$ cat config.mk
export PLATFORM = sky130hd
export DESIGN_NAME = mrrs_ready_queue
export DESIGN_NICKNAME = d
export VERILOG_FILES = /design/src/rtl/core/mrrs_pkg.sv /design/src/rtl/core/mrrs_ready_queue.sv
export SDC_FILE = /design/constraint.sdc
export NUM_CORES = 1
export LEC_CHECK = 0
export BUFFER_PORTS_ARGS = -buffer_cell sky130_fd_sc_hd__buf_2
export CAP_MARGIN = 30
export CORE_MARGIN = 2
export CORE_UTILIZATION = 61
export CTS_CLUSTER_DIAMETER = 100
export DETAILED_ROUTE_END_ITERATION = 10
export PLACE_DENSITY_LB_ADDON = 0.12
export SYNTH_ARGS = -nofsm -noshare
export SYNTH_HDL_FRONTEND = slang
export SYNTH_SLANG_ARGS = --single-unit
export TNS_END_PERCENT = 20
$ cat constraint.sdc
create_clock -name clock -period 5.7 [get_ports clock]
set_input_delay 1.71 -clock clock [delete_from_list [all_inputs] [get_ports clock]]
set_output_delay 1.71 -clock clock [all_outputs]
set_load 0.1 [all_outputs]
$ cat src/rtl/core/mrrs_pkg.sv
package mrrs_pkg;

   localparam int MAX_CORES = 8;
   localparam int MAX_PROCS = 64;
   localparam int CORE_W    = $clog2(MAX_CORES);
   localparam int PROC_W    = $clog2(MAX_PROCS);
   localparam int CCNT_W    = $clog2(MAX_CORES + 1);
   localparam int QCNT_W    = $clog2(MAX_PROCS + 1);

   // input op codes (carried in tuser)
   localparam logic OP_ARRIVAL = 1'b0;
   localparam logic OP_TICK    = 1'b1;

   // result kinds (carried in tuser)
   localparam logic KIND_RELEASE  = 1'b0;
   localparam logic KIND_DISPATCH = 1'b1;

   // register indexes
   localparam logic CSR_CORE_COUNT = 1'b0;
   localparam logic CSR_QUANTUM    = 1'b1;

   // one process table entry
   typedef struct packed {
      logic [15:0] remaining;
      logic [31:0] deadline;
      logic [31:0] arrival;
   } proc_entry_type;

   // ready queue control from the sequencer
   typedef struct packed {
      logic              push;
      logic [PROC_W-1:0] push_slot;
      logic              rd;
      logic              pop;
   } queue_ctl_type;

   // one result event
   typedef struct packed {
      logic              kind;
      logic [PROC_W-1:0] proc_slot;
      logic [CORE_W-1:0] core_id;
      logic              finished;
      logic              deadline_missed;
      logic [31:0]       finish_time;
      logic [31:0]       turnaround;
      logic [31:0]       context_changes;
      logic [15:0]       missed_total;
   } rsp_item_type;

   typedef enum logic [2:0] {
      ST_IDLE,
      ST_SCAN,
      ST_REL_RD,
      ST_REL_EVT,
      ST_DISP_CHK,
      ST_DISP_RD,
      ST_DISP_EVT,
      ST_FIN
   } state_type;

endpackage

$ cat src/rtl/core/mrrs_ready_queue.sv
module mrrs_ready_queue (
   input  logic                         clock,
   input  logic                         reset,
   input  mrrs_pkg::queue_ctl_type      ctl,
   output logic [mrrs_pkg::QCNT_W-1:0]  count,
   output logic [mrrs_pkg::PROC_W-1:0]  head_slot_ff
);
   import mrrs_pkg::*;

   logic [PROC_W-1:0] mem [MAX_PROCS];
   logic [PROC_W-1:0] head_ff, head_in;
   logic [QCNT_W-1:0] count_ff, count_in;
   logic              push_ok;
   logic [PROC_W-1:0] tail;

   assign count   = count_ff;
   assign push_ok = ctl.push && (count_ff < QCNT_W'(MAX_PROCS));
   assign tail    = head_ff + count_ff[PROC_W-1:0];

   // pointer update; a push that finds the queue full is dropped
   always_comb begin
      head_in  = head_ff;
      count_in = count_ff;
      if (push_ok) begin
         count_in = count_in + 1'b1;
      end
      if (ctl.pop && count_ff != '0) begin
         head_in  = head_ff + 1'b1;
         count_in = count_in - 1'b1;
      end
   end

   always_ff @(posedge clock) begin
      if (reset) begin
         head_ff  <= '0;
         count_ff <= '0;
      end else begin
         head_ff  <= head_in;
         count_ff <= count_in;
      end
   end

   always_ff @(posedge clock) begin
      if (push_ok) begin
         mem[tail] <= ctl.push_slot;
      end
   end

   always_ff @(posedge clock) begin
      if (ctl.rd) begin
         head_slot_ff <= mem[head_ff];
      end
   end

endmodule

**Word-level counts from Yosys, hierarchy flattened**

Memory sizes are Yosys's and may differ from the RTL's. A register that Yosys moved wholly into a read port is not among the register bits.
Cells that the tools add are included.

- Register bits: 13
- RAM bits: 384
- Bits of input ports: 11
- Output and inout port bits: 13
- Word-level logic and storage cells: 15
- Memories kept: 1

- $add $sub $neg: 4
- Order comparisons: 1
- Mux-type cells: 4
- Reductions and logical operators: 3

Memories:

| name | words | width | rd ports | clocked after Yosys merged registers in | write ports | line | RTL |
|---|---|---|---|---|---|---|---|
| mem | 64 | 6 | 1 | 1 | 1 | mrrs_ready_queue.sv:10 | `logic [PROC_W-1:0] mem [MAX_PROCS];` |

Operator list:

| operator | count |
|---|---|
| $mux W7 | 2 |
| $add A7 B1 Y7 const B | 1 |
| $lt A7 B7 Y1 const B | 1 |
| $reduce_bool A7 Y1 | 1 |
| $sub A7 B1 Y7 const B | 1 |
| $add A6 B1 Y6 const B | 1 |
| $add A6 B6 Y6 | 1 |
| $logic_and A1 B1 Y1 | 2 |
| $mux W1 | 2 |

**Logic depth before layout (Yosys ltp)**

Gate-level depths: netlist of the first run.

- Depth in word-level cells: 5
- Gate-level depth with buffers: 9
- Gate-level depth less buffers: 9

**Worst setup path before layout of the first run**

Ideal clock, no wire load.

- Kind: input-to-reg
- Start point: input port ctl[8] (netlist bit)
- End point: register count_ff[6] (netlist: count[6])
- Setup time: 117 ps
- Arrival time: 3267 ps
- Data required time: 5583 ps
- Slack: 2316 ps
- Cell stages on the path: 8
- Buffers on the path: 0
- Cell sequence: nor2b_1 -> mux2_2 -> inv_1 -> ha_1 -> o311ai_2 -> nor4_1 -> a31o_1 -> a21oi_1

- Word-level cells in the longest chain between the ends: 4

RTL lines:

| item | line | RTL |
|---|---|---|
| start, declared | mrrs_ready_queue.sv:4 | `input mrrs_pkg::queue_ctl_type ctl,` |
| $logic_and A1 B1 Y1 * | mrrs_ready_queue.sv:17 | `assign push_ok = ctl.push && (count_ff < QCNT_W'(MAX_PROCS));` |
| $mux W7 * | mrrs_ready_queue.sv:24 | `if (push_ok) begin` |
| $sub A7 B1 Y7 | mrrs_ready_queue.sv:29 | `count_in = count_in - 1'b1;` |
| $mux W7 * | mrrs_ready_queue.sv:27 | `if (ctl.pop && count_ff != '0) begin` |
| end signal, assigned | mrrs_ready_queue.sv:39 | `count_ff <= count_in;` |
| end, declared | mrrs_ready_queue.sv:12 | `logic [QCNT_W-1:0] count_ff, count_in;` |

Mark *: on every way between the ends. The rest lies on a longest branch, timed or not.
A chain may end at the register's enable or synchronous reset.

**Worst setup path after layout of the first run**

- Start point: register head_ff[4]
- End point: memory mem[62][0] (netlist bit) (enable)

- Word-level cells in the longest chain between the ends: 1

RTL lines:

| item | line | RTL |
|---|---|---|
| start, declared | mrrs_ready_queue.sv:11 | `logic [PROC_W-1:0] head_ff, head_in;` |
| start signal, assigned | mrrs_ready_queue.sv:38 | `head_ff <= head_in;` |
| $add A6 B6 Y6 | mrrs_ready_queue.sv:18 | `assign tail = head_ff + count_ff[PROC_W-1:0];` |
| end, declared | mrrs_ready_queue.sv:10 |  |

No other way between the ends.

==> out/qor.yml, run 1 <==
status:
  status: "completed"
pwr:
  pwr-share-comb_pct: 20.9
  leakagePower_nw: 5.54
  p_int_mw: 5.66
  switching_share_pct: 29.5
  peakVddDrop_mv: 0.266
  power_frac_seq_pct: 44.8
  powerDensity_nw_per_um2: 445
  p_total_mw: 8.03
  p_sw_mw: 2.37
  power.share.clock_pct: 34.3
critical_path:
  crit_path_top_delay_cell: "nor3_1"
  worst-path-buf-inv: 0
  end_kind: "flop"
  critPathKind: "reg -> reg"
  startpoint_type: "flop"
  crit_family: "simple AND/OR/NAND/NOR gates"
  path_cells: "ha_1, and3_1, a211oi_1, nand3_2, nor3_1"
  arrival_ns: 4.36
  crit_required_ns: 5.84
  cp_slowest_stage_delay_ns: 1.10
  crit_fanout: 32
global_route:
  use_met1_pct: 38.8
  gr-total-overflow: 0
  gr-max-usage-layer: "met2"
  antenna_found_initial: 0
  grt.met2_usage_pct: 45.0
  grt_pass1_vias: 8834
  grt_start_max_net_pins: 65
  use_met3_pct: 4.84
  grt_pass1_wl_um: 56400
  grt_use_total_pct: 27.7
yosys:
  synthArstFlopShare_pct: 0
  ys_seq_elements: 403
  yosys_warnings: 0
  synth_cell_types: 59
  synth-edff-count: 390
  syn_area_per_cell_sq_um: 18.5
  synth_flop_cell: "edfxtp_1"
  netlist_instances: 885
  synth_nets: 906
  syn_area_sq_um: 16400
  synth.yosys.seq_area_share_pct: 72.9
cells_and_area:
  drive_above_1_share_pct: 17.6
  final_area_sq_um: 18000
  final_cells: 1281
  area_growth_pct: 9.89
  antenna_cells: 0
  fin_nets: 931
routing:
  ant_nets: 0
  first_iter_violations: 1087
  drc: 0
  vias: 8704
  first_pass_iters: 6
  wire_per_inst_um: 29.9
  routed_wl_um: 38200
  vias_per_cell: 6.79
place:
  place_area_sq_um: 16700
  place_inst: 1208
  pre_cts_slack_ns: 1.39
  globalplace.congestion: 0.857
  hpwl_um: 22800
  port_buffers: 23
timing:
  tns_ns: 0
  fmax_mhz: 237
  clock_skew_ns: 0.00907
  worst_pin_slew_ns: 1.05
  hold_violations: 0
  finalWorstSetupSlack_ns: 1.49
  post-route-min-period_ns: 4.21
  max-slew-margin-rel_pct: 29.4
  finalSetupViolCount: 0
  drv_slew: 0
  rsz0062_at_grt: "false"
  final.period_utilization_pct: 73.9
die:
  core_area_sq_um: 26700
  dieArea_sq_um: 28200
  pin_count: 24
  chipWidth_um: 168
  die_y_um: 168
  start_util_pct: 61.6
  num_rows: 60
cts:
  cts_root_buf: "clkbuf_16"
  clk_pin_slew_worst_paths_ns: 0.06
  postCtsResizedCells: 0
  cts_buffers: 41
  tritoncts: "built"
  post-cts-setup-buffer-count: 0
  htreeDepth: 2
  hold_buffers: 0
  clock_path_buffers: 3
  clk_latency_ns: 0.52
  cts_sinks: 403
min_path:
  holdCritPathClass: "reg -> reg"
run:
  maxCapViolCount: 0
## worst min-delay path, stage by stage (launching register included)
cell     delay, ns
dfxtp_1       0.39
xnor2_1       0.21
nand4_1       0.10
a21oi_1       0.06
## area by class of cell
| type | instances | area, sq um |
|---|---|---|
| sequential | 403 | 12000 |
| timing repair buffer | 34 | 198 |
| inverter | 9 | 33.8 |
| clock buffer | 50 | 1060 |
| multi-input combinational | 421 | 4030 |
| clock inverter | 23 | 312 |
| tap | 341 | 427 |
| fill | 1681 | 8610 |
## metrics by stage
stage	hold slack [ns]	util, %
3_5_place_dp	0.782	62.5
3_3_place_gp	0.743	62.5
2_1_floorplan	0.660	-
5_1_grt	0.875	67.7
6_report	0.809	67.7
4_1_cts	0.803	67.7
## final timing paths
kind	slack (ns)	from	cells after the start	to
hold / removal	0.81	count[5]	3	count[6]
setup / recovery	1.49	head_ff[4]	5	mem[62][0]
setup reg to reg	1.49	head_ff[4]	5	mem[62][0]
hold reg to reg	0.81	count[5]	3	count[6]
## power by group through the flow
stage                     clock, mW  combinational, mW  sequential (mW)
after global routing           2.88               1.77             3.62
after CTS                      2.77               1.67             3.60
after detailed placement          0               1.66             3.66
final                          2.75               1.68             3.60
after global placement            0               1.63             3.65
after floorplan                   0               1.10             3.80
## cell usage in the layout (no fill, tap or decap), types with 2 or more instances in the layout
| cell | instances |
|---|---|
| a2111oi_0 | 9 |
| a211o_1 | 2 |
| a211oi_1 | 7 |
| a21o_1 | 2 |
| a21oi_1 | 11 |
| a221oi_1 | 16 |
| a22o_1 | 5 |
| and2_1 | 2 |
| and3_1 | 2 |
| buf_2 | 23 |
| buf_4 | 11 |
| bufinv_16 | 8 |
| clkbuf_1 | 9 |
| clkbuf_16 | 41 |
| clkinv_1 | 5 |
| clkinv_2 | 9 |
| dfxtp_1 | 10 |
| dfxtp_4 | 2 |
| edfxtp_1 | 390 |
| ha_1 | 9 |
| inv_1 | 9 |
| mux2i_1 | 82 |
| mux4_1 | 3 |
| mux4_2 | 58 |
| nand2_1 | 13 |
| nand3_1 | 10 |
| nand3b_1 | 5 |
| nand4_1 | 3 |
| nand4b_1 | 2 |
| nor2_1 | 31 |
| nor2b_1 | 6 |
| nor3_1 | 68 |
| o211ai_1 | 2 |
| o21a_1 | 2 |
| o21ai_0 | 5 |
| o21ai_1 | 8 |
| o221ai_1 | 6 |
| o22ai_1 | 13 |
| xnor2_1 | 11 |
| xor2_1 | 7 |
## registers in the layout, indices dropped and copies added, names as in the netlist
register      cells
mem             384
count             7
head_ff           6
head_slot_ff      6
## cell families after synthesis
kind of cell	share of synthesized area, %
xor gates and xnor gates	1.06
muxes	13.5
DFF	72.9
buffers and inverters	2.56
and+or+nand+nor	4.64
adders and majority gates	0.808
AOI/OAI and AO/OA	4.48
## per-layer routing
metal | wire, um | vias to the layer above
met5 | 0 | -
met4 | 1270 | 0
li1 | - | 3696
met2 | 18800 | 457
met1 | 15100 | 4460
met3 | 3090 | 91
## cell usage after synthesis, types with 3 or more instances
| cell | count | area share, % |
|---|---|---|
| a221oi_1 | 16 | 0.85 |
| buf_2 | 20 | 0.61 |
| a21oi_1 | 11 | 0.34 |
| mux4_2 | 58 | 8.0 |
| edfxtp_1 | 390 | 71 |
| buf_4 | 3 | 0.14 |
| o221ai_1 | 6 | 0.32 |
| buf_12 | 4 | 0.49 |
| xor2_1 | 7 | 0.37 |
| dfxtp_1 | 13 | 1.6 |
| clkbuf_1 | 13 | 0.30 |
| a211oi_1 | 7 | 0.32 |
| xnor2_1 | 11 | 0.59 |
| a2111oi_0 | 9 | 0.48 |
| inv_1 | 9 | 0.21 |
| buf_6 | 9 | 0.62 |
| mux2i_1 | 82 | 5.0 |
| nor3_1 | 68 | 2.1 |
| a22o_1 | 5 | 0.27 |
| nand3b_1 | 5 | 0.23 |
| o21ai_1 | 8 | 0.24 |
| o21ai_0 | 5 | 0.15 |
| nand4_1 | 3 | 0.11 |
| mux4_1 | 3 | 0.48 |
| nor2_1 | 31 | 0.71 |
| nor2b_1 | 6 | 0.23 |
| ha_1 | 9 | 0.69 |
| nand3_1 | 11 | 0.34 |
| nand2_1 | 13 | 0.30 |
| o22ai_1 | 13 | 0.50 |
(Power assumes the default switching activity.)
==> inputs of run 2 (changes only) <==
--- a/config.mk
+++ b/config.mk
@@ -8,7 +8,7 @@
 export BUFFER_PORTS_ARGS = -buffer_cell sky130_fd_sc_hd__buf_2
 export CAP_MARGIN = 30
 export CORE_MARGIN = 2
-export CORE_UTILIZATION = 61
+export CORE_UTILIZATION = 56
 export CTS_CLUSTER_DIAMETER = 100
 export DETAILED_ROUTE_END_ITERATION = 10
 export PLACE_DENSITY_LB_ADDON = 0.12
==> constraint.sdc (replaced) <==
create_clock -name clock -period 3.8 [get_ports clock]
set_input_delay 1.14 -clock clock [delete_from_list [all_inputs] [get_ports clock]]
set_output_delay 1.14 -clock clock [all_outputs]
set_load 0.1 [all_outputs]
==> run 2 against run 1 <==
  * Global-route usage fell by 3.3 points
  * Via count rose by 0.38%
  * Critical path type unchanged
  * Critical path depth rose by 2
  * Worst setup slack got worse by 0.97 ns
  * Count of clock-buffer cells in the layout did not move
  * Hold slack got worse by 0.011 ns
  * Register-to-register slack got worse by 0.97 ns
  * First-iteration DRC count fell by 8.3%
  * Highest routed layer unchanged
==> out/qor.yml, run 2 (same netlist as run 1, synthesis figures left out) <==
pwr:
  p_total_mw: 12.0  # was 8.03 mW
  p_sw_mw: 3.55  # was 2.37 mW
  pwr-share-comb_pct: 21.9  # was 20.9%
  switching_share_pct: 29.6  # was 29.5%
  peakVddDrop_mv: 0.423  # was 0.266 mV
  leakagePower_nw: 5.99  # was 5.54 nW
  p_int_mw: 8.45  # was 5.66 mW
  powerDensity_nw_per_um2: 640  # was 445 nW/um^2
  power_frac_seq_pct: 44.5  # was 44.8%
  power.share.clock_pct: 33.6  # was 34.3%
place:
  globalplace.congestion: 0.843  # was 0.857
  place_inst: 1336  # was 1208
  hpwl_um: 23500  # was 22800 um
  port_buffers: 23  # unchanged
status:
  status: "completed"  # unchanged
global_route:
  grt_pass1_wl_um: 54900  # was 56400 um
  antenna_found_initial: 0  # unchanged
  gr-total-overflow: 0  # unchanged
  grt_pass1_vias: 8812  # was 8834
  grt_use_total_pct: 24.4  # was 27.7%
  grt_start_max_net_pins: 41  # was 65
critical_path:
  end_kind: "flop"  # unchanged
  crit_path_top_delay_cell: "dfxtp_4"  # was nor3_1
  cp_slowest_stage_delay_ns: 0.79  # was 1.10 ns
  crit_fanout: 38  # was 32
  arrival_ns: 3.52  # was 4.36 ns
  critPathKind: "reg -> reg"  # unchanged
  crit_required_ns: 4.04  # was 5.84 ns
  path_cells: "ha_1, a21o_1, a21oi_1, xnor2_1, nand2_1, nor3_1, buf_4"  # was ha_1, and3_1, a211oi_1, nand3_2, nor3_1
  startpoint_type: "flop"  # unchanged
cells_and_area:
  layout_common_cells: "edfxtp_1, buf_4, mux2i_1"  # was edfxtp_1, mux2i_1, nor3_1
  largest_reg_flops: 384  # unchanged
  area_growth_pct: 14.3  # was 9.89%
  drive_above_1_share_pct: 24.3  # was 17.6%
  antenna_cells: 0  # unchanged
  largest-register: "mem"  # unchanged
  final_common_cell: "edfxtp_1"  # unchanged
  n_fill_cell: 1965  # was 1681
  fin_nets: 1016  # was 931
  final_cells: 1411  # was 1281
die:
  core_area_sq_um: 28800  # was 26700 sq um
  start_util_pct: 57.0  # was 61.6%
  chipWidth_um: 175  # was 168 um
  pin_count: 24  # unchanged
  num_rows: 62  # was 60
  dieArea_sq_um: 30700  # was 28200 sq um
  die_y_um: 175  # was 168 um
cts:
  cts_root_buf: "clkbuf_16"  # unchanged
  cts_buffers: 41  # unchanged
  clock_path_buffers: 3  # unchanged
  htreeDepth: 2  # unchanged
  clk_pin_slew_worst_paths_ns: 0.06  # about the same
  hold_buffers: 0  # unchanged
  postCtsResizedCells: 0  # unchanged
  post-cts-setup-buffer-count: 0  # unchanged
  clk_latency_ns: 0.53  # was 0.52 ns
  tritoncts: "built"  # unchanged
  cts_sinks: 403  # unchanged
routing:
  routed_wl_um: 36300  # was 38200 um
  ant_nets: 0  # unchanged
  first_iter_violations: 997  # was 1087
  wire_per_inst_um: 25.8  # was 29.9 um
  vias: 8737  # was 8704
  first_pass_iters: 8  # was 6
  vias_per_cell: 6.19  # was 6.79
  drc: 0  # unchanged
timing:
  rsz0062_at_grt: "false"  # unchanged
  finalSetupViolCount: 0  # unchanged
  worst_pin_slew_ns: 0.748  # was 1.05 ns
  drv_slew: 0  # unchanged
  clock_skew_ns: 0.0107  # was 0.00907 ns
  max-slew-margin-rel_pct: 50.0  # was 29.4%
  fmax_mhz: 305  # was 237 MHz
  post-route-min-period_ns: 3.28  # was 4.21 ns
  whs_ns: 0.798  # was 0.809 ns
  final.period_utilization_pct: 86.3  # was 73.9%
  tns_ns: 0  # unchanged
  hold_violations: 0  # unchanged
min_path:
  holdCritPathClass: "reg -> reg"  # unchanged
run:
  maxCapViolCount: 0  # unchanged
## run 2: cell types whose count changed in the layout (fill, tap and decap cells not counted), sizes merged
cell,change
buf,+85
bufinv,-3
clkinv,+1
clkinvlp,+3
inv,+1
## run 2: critical path: cells and delay by family, from the launching register on
family	cells	cell delay [ns]
adder cells (fa/ha/maj)	1	0.35
XOR/XNOR	1	0.19
AO/OA/AOI/OAI	2	0.49
flip-flops	1	0.79
AND/OR/NAND/NOR	2	0.92
buffers and inverters	1	0.22
## run 2: layer usage
layer / share of wire, % / up-vias / GRT usage (%)
li1: - / 3865 / -
met1: 43 / 4459 / 35.5
met2: 47 / 353 / 38.2
met3: 7.3 / 60 / 4.26
met4: 2.9 / 0 / 7.74
met5: 0 / - / 0
## run 2: worst paths after layout
| path | start | to | slack (ns) | depth (start not counted) |
|---|---|---|---|---|
| max | head_ff[1] | mem[22][3] | 0.52 | 7 |
| min | head_ff[3] | head_ff[3] | 0.80 | 3 |
| max reg2reg | head_ff[1] | mem[22][3] | 0.52 | 7 |
| min reg2reg | head_ff[3] | head_ff[3] | 0.80 | 3 |
## run 2: cell type report
type,count,area [sq um],area share (%)
Sequential cell,403,12000,63.9
Multi-Input combinational cell,421,4020,21.4
Clock buffer,50,1100,5.88
Timing Repair Buffer,119,873,4.66
Tap cell,384,480,2.56
Clock inverter,25,262,1.39
Inverter,9,33.8,0.180
## run 2: power by group through the flow
stage	Combinational (mW)	Clock [mW]	Sequential [mW]
3_5_place_dp	2.62	0	5.44
4_1_cts	2.63	4.08	5.35
2_1_floorplan	1.65	0	5.71
5_1_grt	2.78	4.26	5.37
3_3_place_gp	2.56	0	5.42
6_report	2.63	4.03	5.35
## run 2: per-stage QoR
stage / setup WS [ns] / utilization [%] / instance area (sq um)
after global placement: 0.533 / 60.4 / 17400
after global routing: 0.369 / 65.2 / 18800
final: 0.520 / 65.2 / 18800
after detailed placement: 0.485 / 60.4 / 17400
after CTS: 0.477 / 65.2 / 18800
after floorplan: 0.450 / - / 16400
